**src/sv/netstring_deframer_defines.svh**
```systemverilog
`ifndef NETSTRING_DEFRAMER_DEFINES_SVH
`define NETSTRING_DEFRAMER_DEFINES_SVH

// Same-cycle implication, checked outside reset
`define NSD_ASSERT_NOW(lbl, ante, cons, msg) \
    lbl: assert property (@(posedge i_clk) disable iff (!i_rst_n) (ante) |-> (cons)) \
        else $error(msg);

// Next-cycle implication, checked outside reset
`define NSD_ASSERT_NEXT(lbl, ante, cons, msg) \
    lbl: assert property (@(posedge i_clk) disable iff (!i_rst_n) (ante) |=> (cons)) \
        else $error(msg);

`endif

```
**src/sv/nsd_pkg.sv**
```systemverilog
`default_nettype none

package nsd_pkg;

    localparam int unsigned LENGTH_BITS_DEF = 32;
    localparam logic [31:0] MAX_LENGTH_RST  = 32'd65536;

    // register indexes (paddr[2])
    localparam logic REG_MAX_LENGTH = 1'b0;

    localparam logic [7:0] CH_COLON = 8'h3A;
    localparam logic [7:0] CH_COMMA = 8'h2C;
    localparam logic [7:0] CH_ZERO  = 8'h30;
    localparam logic [7:0] CH_NINE  = 8'h39;

    localparam logic [2:0] ERR_BAD_CHAR     = 3'd0;
    localparam logic [2:0] ERR_LEADING_ZERO = 3'd1;
    localparam logic [2:0] ERR_NO_COMMA     = 3'd2;
    localparam logic [2:0] ERR_TOO_LONG     = 3'd3;
    localparam logic [2:0] ERR_EMPTY_LENGTH = 3'd4;
    localparam logic [2:0] ERR_NONE         = 3'd0;

    typedef enum logic [1:0] {
        KIND_DATA = 2'd0,
        KIND_DONE = 2'd1,
        KIND_ERR  = 2'd2
    } t_kind;

    typedef enum logic [2:0] {
        PH_LEN   = 3'b001,
        PH_DATA  = 3'b010,
        PH_COMMA = 3'b100
    } t_phase;

    typedef enum logic [1:0] {
        DS_NONE = 2'd0,
        DS_ZERO = 2'd1,
        DS_NZ   = 2'd2
    } t_digits;

    typedef struct packed {
        t_kind      kind;
        logic [7:0] data;
        logic       last;
        logic [2:0] code;
    } t_result;

endpackage

`default_nettype wire

```
**src/sv/nsd_regs.sv**
```systemverilog
`default_nettype none

module nsd_regs (
    input  wire logic        i_clk,
    input  wire logic        i_rst_n,
    input  wire logic        psel,
    input  wire logic        penable,
    input  wire logic        pwrite,
    input  wire logic [2:0]  paddr,
    input  wire logic [31:0] pwdata,
    output logic      [31:0] prdata,
    output logic             pready,
    output logic      [31:0] o_max_length
);

    logic [31:0] r_max_length;
    logic        w_hit;

    assign w_hit = (paddr[2] == nsd_pkg::REG_MAX_LENGTH);

    always_ff @(posedge i_clk) begin
        if (!i_rst_n) begin
            r_max_length <= nsd_pkg::MAX_LENGTH_RST;
        end else if (psel && penable && pwrite && w_hit) begin
            r_max_length <= pwdata;
        end
    end

    assign prdata       = w_hit ? r_max_length : 32'd0;
    assign pready       = 1'b1;
    assign o_max_length = r_max_length;

endmodule

`default_nettype wire

```
**src/sv/nsd_core.sv**
```systemverilog
`default_nettype none

module nsd_core #(
    parameter int unsigned LENGTH_BITS = nsd_pkg::LENGTH_BITS_DEF
) (
    input  wire logic        i_clk,
    input  wire logic        i_rst_n,
    input  wire logic        i_valid,
    input  wire logic [7:0]  i_byte,
    input  wire logic [31:0] i_max_length,
    output logic             o_valid,
    output nsd_pkg::t_result o_result
);

    // wide enough for count*10+9 and for the 32-bit limit
    localparam int unsigned SumW = (LENGTH_BITS > 32) ? LENGTH_BITS + 4 : 36;

    nsd_pkg::t_phase  r_phase, n_phase;
    nsd_pkg::t_digits r_digits, n_digits;
    logic [LENGTH_BITS-1:0] r_count, n_count;
    logic [LENGTH_BITS-1:0] w_dec;
    logic [SumW-1:0]        w_sum;
    logic                   w_too_big;
    logic                   w_is_digit;

    assign w_dec      = r_count - LENGTH_BITS'(1);
    assign w_is_digit = (i_byte >= nsd_pkg::CH_ZERO) && (i_byte <= nsd_pkg::CH_NINE);
    // count*10 + d via shift-add; digit value is the low nibble of the ASCII code
    assign w_sum      = (SumW'(r_count) << 3) + (SumW'(r_count) << 1) + SumW'(i_byte[3:0]);
    assign w_too_big  = (w_sum > SumW'(i_max_length)) || (|w_sum[SumW-1:LENGTH_BITS]);

    always_comb begin
        n_phase  = r_phase;
        n_count  = r_count;
        n_digits = r_digits;
        o_valid  = 1'b0;
        o_result = '{kind: nsd_pkg::KIND_DATA, data: 8'd0, last: 1'b0,
                     code: nsd_pkg::ERR_NONE};
        if (i_valid) begin
            unique case (r_phase)
                nsd_pkg::PH_DATA: begin
                    n_count       = w_dec;
                    if (w_dec == '0) n_phase = nsd_pkg::PH_COMMA;
                    o_valid       = 1'b1;
                    o_result.data = i_byte;
                    o_result.last = (w_dec == '0);
                end
                nsd_pkg::PH_COMMA: begin
                    n_phase  = nsd_pkg::PH_LEN;
                    n_count  = '0;
                    n_digits = nsd_pkg::DS_NONE;
                    o_valid  = 1'b1;
                    if (i_byte == nsd_pkg::CH_COMMA) begin
                        o_result.kind = nsd_pkg::KIND_DONE;
                    end else begin
                        o_result.kind = nsd_pkg::KIND_ERR;
                        o_result.code = nsd_pkg::ERR_NO_COMMA;
                    end
                end
                default: begin
                    if (i_byte == nsd_pkg::CH_COLON) begin
                        if (r_digits == nsd_pkg::DS_NONE) begin
                            o_valid       = 1'b1;
                            o_result.kind = nsd_pkg::KIND_ERR;
                            o_result.code = nsd_pkg::ERR_EMPTY_LENGTH;
                            n_phase       = nsd_pkg::PH_LEN;
                            n_count       = '0;
                        end else begin
                            n_digits = nsd_pkg::DS_NONE;
                            n_phase  = (r_count == '0) ? nsd_pkg::PH_COMMA : nsd_pkg::PH_DATA;
                        end
                    end else if (!w_is_digit || r_digits == nsd_pkg::DS_ZERO
                                 || (r_digits == nsd_pkg::DS_NZ || i_byte != nsd_pkg::CH_ZERO)
                                    && w_too_big) begin
                        o_valid       = 1'b1;
                        o_result.kind = nsd_pkg::KIND_ERR;
                        if (!w_is_digit) begin
                            o_result.code = nsd_pkg::ERR_BAD_CHAR;
                        end else if (r_digits == nsd_pkg::DS_ZERO) begin
                            o_result.code = nsd_pkg::ERR_LEADING_ZERO;
                        end else begin
                            o_result.code = nsd_pkg::ERR_TOO_LONG;
                        end
                        n_phase  = nsd_pkg::PH_LEN;
                        n_count  = '0;
                        n_digits = nsd_pkg::DS_NONE;
                    end else if (r_digits == nsd_pkg::DS_NONE && i_byte == nsd_pkg::CH_ZERO) begin
                        n_digits = nsd_pkg::DS_ZERO;
                        n_phase  = nsd_pkg::PH_LEN;
                    end else begin
                        n_count  = w_sum[LENGTH_BITS-1:0];
                        n_digits = nsd_pkg::DS_NZ;
                        n_phase  = nsd_pkg::PH_LEN;
                    end
                end
            endcase
        end
    end

    always_ff @(posedge i_clk) begin
        if (!i_rst_n) begin
            r_phase  <= nsd_pkg::PH_LEN;
            r_count  <= '0;
            r_digits <= nsd_pkg::DS_NONE;
        end else begin
            r_phase  <= n_phase;
            r_count  <= n_count;
            r_digits <= n_digits;
        end
    end

endmodule

`default_nettype wire

```
**src/sv/nsd_obuf.sv**
```systemverilog
`default_nettype none

module nsd_obuf (
    input  wire logic             i_clk,
    input  wire logic             i_rst_n,
    input  wire logic             i_push,
    input  wire nsd_pkg::t_result i_result,
    output logic                  o_ready,
    output logic                  o_valid,
    output nsd_pkg::t_result      o_result,
    input  wire logic             i_pop_ready
);

    // two-entry output buffer; slot 0 is the head
    nsd_pkg::t_result r_slot [2];
    logic [1:0]       r_cnt;
    logic             w_pop;

    assign o_valid  = (r_cnt != 2'd0);
    assign o_ready  = (r_cnt != 2'd2);
    assign o_result = r_slot[0];
    assign w_pop    = o_valid && i_pop_ready;

    always_ff @(posedge i_clk) begin
        if (!i_rst_n) begin
            r_cnt <= 2'd0;
        end else begin
            case ({i_push, w_pop})
                2'b10:   r_cnt <= r_cnt + 2'd1;
                2'b01:   r_cnt <= r_cnt - 2'd1;
                default: r_cnt <= r_cnt;
            endcase
        end
    end

    always_ff @(posedge i_clk) begin
        case ({i_push, w_pop})
            2'b10: begin
                if (r_cnt == 2'd0) begin
                    r_slot[0] <= i_result;
                end else begin
                    r_slot[1] <= i_result;
                end
            end
            2'b01: begin
                r_slot[0] <= r_slot[1];
            end
            2'b11: begin
                if (r_cnt == 2'd1) begin
                    r_slot[0] <= i_result;
                end else begin
                    r_slot[0] <= r_slot[1];
                    r_slot[1] <= i_result;
                end
            end
            default: begin
            end
        endcase
    end

endmodule

`default_nettype wire

```
**src/sv/netstring_deframer.sv**
```systemverilog
// Channel    Dir  Handshake                     Payload
// s_axis     in   s_axis_tvalid/s_axis_tready   tdata[7:0] in_byte
// m_axis     out  m_axis_tvalid/m_axis_tready   tdata data_byte,error_code; tuser kind;
//                                               tlast last_byte
// apb        in   psel/penable/pwrite/pready    max_length at byte address 0
//
// One byte per cycle while the output buffer has room. Each byte updates the
// length/phase state in the cycle it is taken; any result is registered in a
// two-entry output buffer. s_axis_tready drops only while the buffer holds two
// items. Reset is synchronous, active low; max_length resets to 65536.
`default_nettype none

`include "netstring_deframer_defines.svh"

module netstring_deframer #(
    parameter int unsigned LENGTH_BITS = nsd_pkg::LENGTH_BITS_DEF
) (
    input  wire logic        i_clk,
    input  wire logic        i_rst_n,
    input  wire logic        s_axis_tvalid,
    output logic             s_axis_tready,
    input  wire logic [7:0]  s_axis_tdata,   // [7:0] in_byte
    output logic             m_axis_tvalid,
    input  wire logic        m_axis_tready,
    output logic      [15:0] m_axis_tdata,   // [7:0] data_byte, [10:8] error_code, rest 0
    output logic      [1:0]  m_axis_tuser,   // [1:0] kind
    output logic             m_axis_tlast,   // last_byte
    input  wire logic        psel,
    input  wire logic        penable,
    input  wire logic        pwrite,
    input  wire logic [2:0]  paddr,
    input  wire logic [31:0] pwdata,
    output logic      [31:0] prdata,
    output logic             pready
);

    logic [31:0]      w_max_length;
    logic             w_accept;
    logic             w_res_valid;
    nsd_pkg::t_result w_res;
    nsd_pkg::t_result w_head;

    assign w_accept = s_axis_tvalid && s_axis_tready;

    nsd_regs u_regs (
        .i_clk        (i_clk),
        .i_rst_n      (i_rst_n),
        .psel         (psel),
        .penable      (penable),
        .pwrite       (pwrite),
        .paddr        (paddr),
        .pwdata       (pwdata),
        .prdata       (prdata),
        .pready       (pready),
        .o_max_length (w_max_length)
    );

    nsd_core #(
        .LENGTH_BITS (LENGTH_BITS)
    ) u_core (
        .i_clk        (i_clk),
        .i_rst_n      (i_rst_n),
        .i_valid      (w_accept),
        .i_byte       (s_axis_tdata),
        .i_max_length (w_max_length),
        .o_valid      (w_res_valid),
        .o_result     (w_res)
    );

    nsd_obuf u_obuf (
        .i_clk       (i_clk),
        .i_rst_n     (i_rst_n),
        .i_push      (w_res_valid),
        .i_result    (w_res),
        .o_ready     (s_axis_tready),
        .o_valid     (m_axis_tvalid),
        .o_result    (w_head),
        .i_pop_ready (m_axis_tready)
    );

    assign m_axis_tdata = {5'd0, w_head.code, w_head.data};
    assign m_axis_tuser = w_head.kind;
    assign m_axis_tlast = w_head.last;

    // input stalls only when results are pending
    `NSD_ASSERT_NOW(a_stall_has_pending, !s_axis_tready, m_axis_tvalid, "stall with empty buffer")
    // a byte that yields a result makes m_axis_tvalid high the next cycle
    `NSD_ASSERT_NEXT(a_result_shown, w_res_valid, m_axis_tvalid, "result not buffered")
    // tlast only on payload bytes
    `NSD_ASSERT_NOW(a_last_on_data, m_axis_tvalid && m_axis_tlast,
        m_axis_tuser == nsd_pkg::KIND_DATA, "tlast on non-payload item")
    // error code only on error items
    `NSD_ASSERT_NOW(a_code_on_err, m_axis_tvalid && m_axis_tuser != nsd_pkg::KIND_ERR,
        m_axis_tdata[10:8] == 3'd0, "error code on non-error item")

endmodule

`default_nettype wire

```
**config.mk**
```make
export PLATFORM = sky130hd
export DESIGN_NAME = netstring_deframer
export DESIGN_NICKNAME = d
export VERILOG_FILES = /design/src/sv/nsd_pkg.sv /design/src/sv/nsd_regs.sv /design/src/sv/nsd_core.sv /design/src/sv/nsd_obuf.sv /design/src/sv/netstring_deframer.sv
export VERILOG_INCLUDE_DIRS = /design/src /design/src/sv
export SDC_FILE = /design/constraint.sdc
export NUM_CORES = 1
export LEC_CHECK = 0
export ABC_AREA = 1
export BUFFER_PORTS_ARGS = -buffer_cell sky130_fd_sc_hd__clkbuf_2
export CORE_ASPECT_RATIO = 0.5
export CORE_MARGIN = 1.5
export CORE_UTILIZATION = 25
export CTS_BUF_LIST = sky130_fd_sc_hd__clkbuf_16
export DETAILED_ROUTE_END_ITERATION = 10
export HOLD_SLACK_MARGIN = 0.08
export SYNTH_ARGS = -nofsm -noshare
export SYNTH_HDL_FRONTEND = slang
export SYNTH_HIERARCHICAL = 1
export SYNTH_SLANG_ARGS = --single-unit
```
**constraint.sdc**
```tcl
create_clock -name i_clk -period 7.1 [get_ports i_clk]
set_input_delay 0.71 -clock i_clk [delete_from_list [all_inputs] [get_ports i_clk]]
set_output_delay 0.71 -clock i_clk [all_outputs]
set_load 0.005 [all_outputs]
```
==> metrics.csv <==
stage;metric;value;unit
timing;Tcrit/Tclk final;86.6;%
synthesis;top cells by area, synth;nand2_1 18%, dfxtp_1 14%, ha_1 13%;
timing;Final WS setup;0.949;ns
synthesis;Ys Warns;6;
routing;DRC Markers;0;
clock_network;CTS max path bufs;2;
floorplanning;core area;0.0389;mm2
routing;wirelength, routed;28.8;mm
synthesis;synthesized area per cell;6.06;um2
critical_path;Crit-path slowest cell;o21ai_1;
placed_design;placed cell area;0.0106;mm2
global_routing;first-pass GRT wire length;45.8;mm
clock_network;H-tree levels;3;
timing;Rel. slew slack;17.7;%
timing;Worst Skew;0.0124;ns
timing;setup violators final;0;
routing;drt first-iter violations;575;
global_routing;initial antenna violation count;0;
power_and_ir_drop;Clock power frac;17.7;%
hold_path;worst min-delay path startpoint;u_core/r_digits[1]$_SDFFE_PN0P_;
clock_network;Hold-fix buffers, CTS;0;
power_and_ir_drop;LEAKAGE;5.95;nW
job;MaxCap Viol Count;0;
final_layout;most frequent cells in the layout;476 x nand2_1, 285 x nor2_1, 265 x inv_1, 126 x nand3_1, 103 x ha_1;
clock_network;clk sinks;99;
synthesis;Mapped Cells;1625;
hold_path;Hold Path Class;reg -> reg;
power_and_ir_drop;Gate power share;53.3;%
clock_network;clock latency on the worst-skew pair;0.36;ns
timing;Final Hold Fails;0;
synthesis;share of the synthesized area in the top cell type;18.1;%
critical_path;Setup crit end kind;register;
final_layout;total area of sequential cells;0.00226;mm2
synthesis;Post-Syn Area;0.00985;mm2
global_routing;GR Util All Layers;14.1;%
hold_path;WHS Path Cells;2;
critical_path;CP Launch Type;input port;
timing;Fmax achieved;163;MHz
synthesis;largest area contributor in the netlist;nand2_1;
timing;Fin Setup TNS;0;ns
floorplanning;Rows;51;
synthesis;top_reg_cell synth;dfxtp_1;
power_and_ir_drop;pwr dens;255;mW/mm2
global_routing;GRT Residual Overflow;0;
placed_design;Detailed Place HPWL;23.4;mm
clock_network;CTS-repair resized insts;0;
final_layout;n_diodes;0;
routing;DRT Pass-1 Iters;5;
routing;post-route ant nets;0;
critical_path;Reg2Reg Setup Slack;0.97;ns
final_layout;commonest non-fill, non-tap cell in the layout;nand2_1;
routing;via count;9689;
routing;Avg WL per Cell;13.0;um
clock_network;Clk pin slew, worst setup/hold paths;0.07;ns
power_and_ir_drop;P_sw;0.00132;W
power_and_ir_drop;switching portion of total power;47.5;%
placed_design;dpl ws;0.605;ns
critical_path;Critical Path AT;6.12;ns
final_layout;Final Util;28.1;%
routing;vias per inst;4.37;
critical_path;r2r startpoint;u_core/r_count[0]$_SDFFE_PN0P_;
final_layout;area of the multi-input gates;0.00619;mm2
timing;Worst Hold Slack;0.486;ns
placed_design;IO buf count;95;
power_and_ir_drop;Int Pwr;0.00147;W
clock_network;CTS tree;yes;
timing;Slew Limit Fails;0;
synthesis;fraction of registers with async set/reset;0;%
run_status;status;complete, no violations;
synthesis;flops & latches, synth;99;
placed_design;Routability Congestion;0.976;
critical_path;WS Path Type;in -> reg;
hold_path;hold-critical path endpoint;u_core/r_digits[1]$_SDFFE_PN0P_;
clock_network;root buffer cell;clkbuf_16;
final_layout;area delta synth->final;10.9;%
power_and_ir_drop;register share of total power;29.0;%
global_routing;vias in the first global route;8919;
synthesis;Yosys cell types;39;
power_and_ir_drop;Peak VDD IR;0.129;mV
floorplanning;Die Span X;284;um
clock_network;Setup Buffers After CTS;0;
critical_path;reg2reg end;u_obuf/r_slot[0][24]$_DFFE_PP_;
critical_path;worst path required time;7.07;ns
timing;worst slew pin tran;1.23;ns
final_layout;layout cells sized above 1;8.55;%
clock_network;total clock buffers created by CTS;9;
floorplanning;DIE HEIGHT;143;um
floorplanning;I/O Pins;104;
synthesis;post-synthesis sequential area ratio;23.0;%
final_layout;Fillers;4442;
synthesis;EDFF count, synth;28;
final_layout;Final Cell Area;0.0109;mm2
timing;min Tclk post-route;6.15;ns
critical_path;Reg2Reg Depth;31;
global_routing;largest net degree at the start of global routing;71;
critical_path;CP dominant cell by count;nand2_1;
floorplanning;area of the die;0.0407;mm2
final_layout;NumNets Final;1835;
critical_path;slowest stage delay, CP;0.90;ns
critical_path;CP Max Fanout;14;
timing;RSZ-0062 raised after global routing;false;
floorplanning;Starting Density;25.3;%
layout make-up:
cell class / instances / share of cell area (%)
inverter: 270 / 9.28
clock buffer: 10 / 2.29
multi-input combinational: 1201 / 56.7
tap: 530 / 6.07
clock inverter: 6 / 0.367
sequential: 99 / 20.7
timing repair buffer: 99 / 4.63
how the worst max path moves through the flow:
stage                                         from                        endpoint  slack, ns  cells past startpoint
detailed placement                 s_axis_tdata[3]  u_obuf/r_slot[0][27]$_DFFE_PP_       0.60                     32
finish                             s_axis_tdata[3]  u_obuf/r_slot[0][24]$_DFFE_PP_       0.95                     32
global placement                   s_axis_tdata[3]  u_obuf/r_slot[0][27]$_DFFE_PP_       0.62                     32
floorplan                          s_axis_tdata[3]  u_obuf/r_slot[0][14]$_DFFE_PP_       1.29                     31
CTS                                s_axis_tdata[3]  u_obuf/r_slot[0][24]$_DFFE_PP_       0.97                     32
global route        u_core/r_count[0]$_SDFFE_PN0P_  u_obuf/r_slot[0][24]$_DFFE_PP_       0.48                     31
critical path, delay by kind of cell:
family	cells	cell delay (ns)
AND/OR/NAND/NOR	19	1.74
adder cells (fa/ha/maj)	4	1.59
AO/OA/AOI/OAI	4	1.47
buffers and inverters	4	0.38
XOR/XNOR	1	0.23
cells by family (layout without fill, tap and decap cells):
logic type / Yosys count / count (layout) / synth area share (%)
simple gates: 970 / 970 / 40.9
buf+inv: 329 / 385 / 14.4
fa+ha+maj: 105 / 105 / 13.5
flops: 99 / 99 / 23.0
compound gates: 74 / 74 / 4.05
xor+xnor: 46 / 46 / 4.09
other cells: 2 / 6 / 0.0763
stage by stage:
step / power [W] / cells
detailed placement: 0.00231 / 2199
floorplan: 0.00194 / 1629
finish: 0.00279 / 2215
CTS: 0.00282 / 2215
global route: 0.00304 / 2215
global placement: 0.00230 / 2199
per-layer routing:
| layer | GRT usage, % | vias to the layer above | routed length, um |
|---|---|---|---|
| met2 | 24.4 | 192 | 13400 |
| met1 | 18.6 | 4359 | 13900 |
| met4 | 3.32 | 0 | 433 |
| li1 | - | 5108 | - |
| met3 | 2.08 | 30 | 1120 |
| met5 | 0 | - | 0 |
registers in the layout, indices dropped and copies added (netlist names):
signal and cells:
u_core/r_count 32, u_obuf/r_slot 28, u_core/r_phase 3, u_obuf/r_cnt 2, u_core/r_digits 2, u_regs/o_max_length 32
power groups by stage:
stage               clock network, W  logic, W  registers, W
global placement                   0   0.00147      0.000826
finish                      0.000494   0.00149      0.000810
global route                0.000529   0.00169      0.000827
detailed placement                 0   0.00149      0.000825
floorplan                          0   0.00116      0.000785
CTS                         0.000511   0.00150      0.000812
cells in the mapped netlist, types with 9 or more instances:
| cell type | number |
|---|---|
| a21oi_1 | 44 |
| buf_4 | 27 |
| buf_6 | 10 |
| clkbuf_1 | 10 |
| dfxtp_1 | 71 |
| edfxtp_1 | 28 |
| ha_1 | 103 |
| inv_1 | 264 |
| nand2_1 | 476 |
| nand3_1 | 126 |
| nand4_1 | 20 |
| nor2_1 | 285 |
| nor3_1 | 20 |
| nor4_1 | 9 |
| o21ai_0 | 17 |
| or2_2 | 11 |
| xor2_1 | 39 |
No activity file was read; power rests on OpenSTA's default activity.
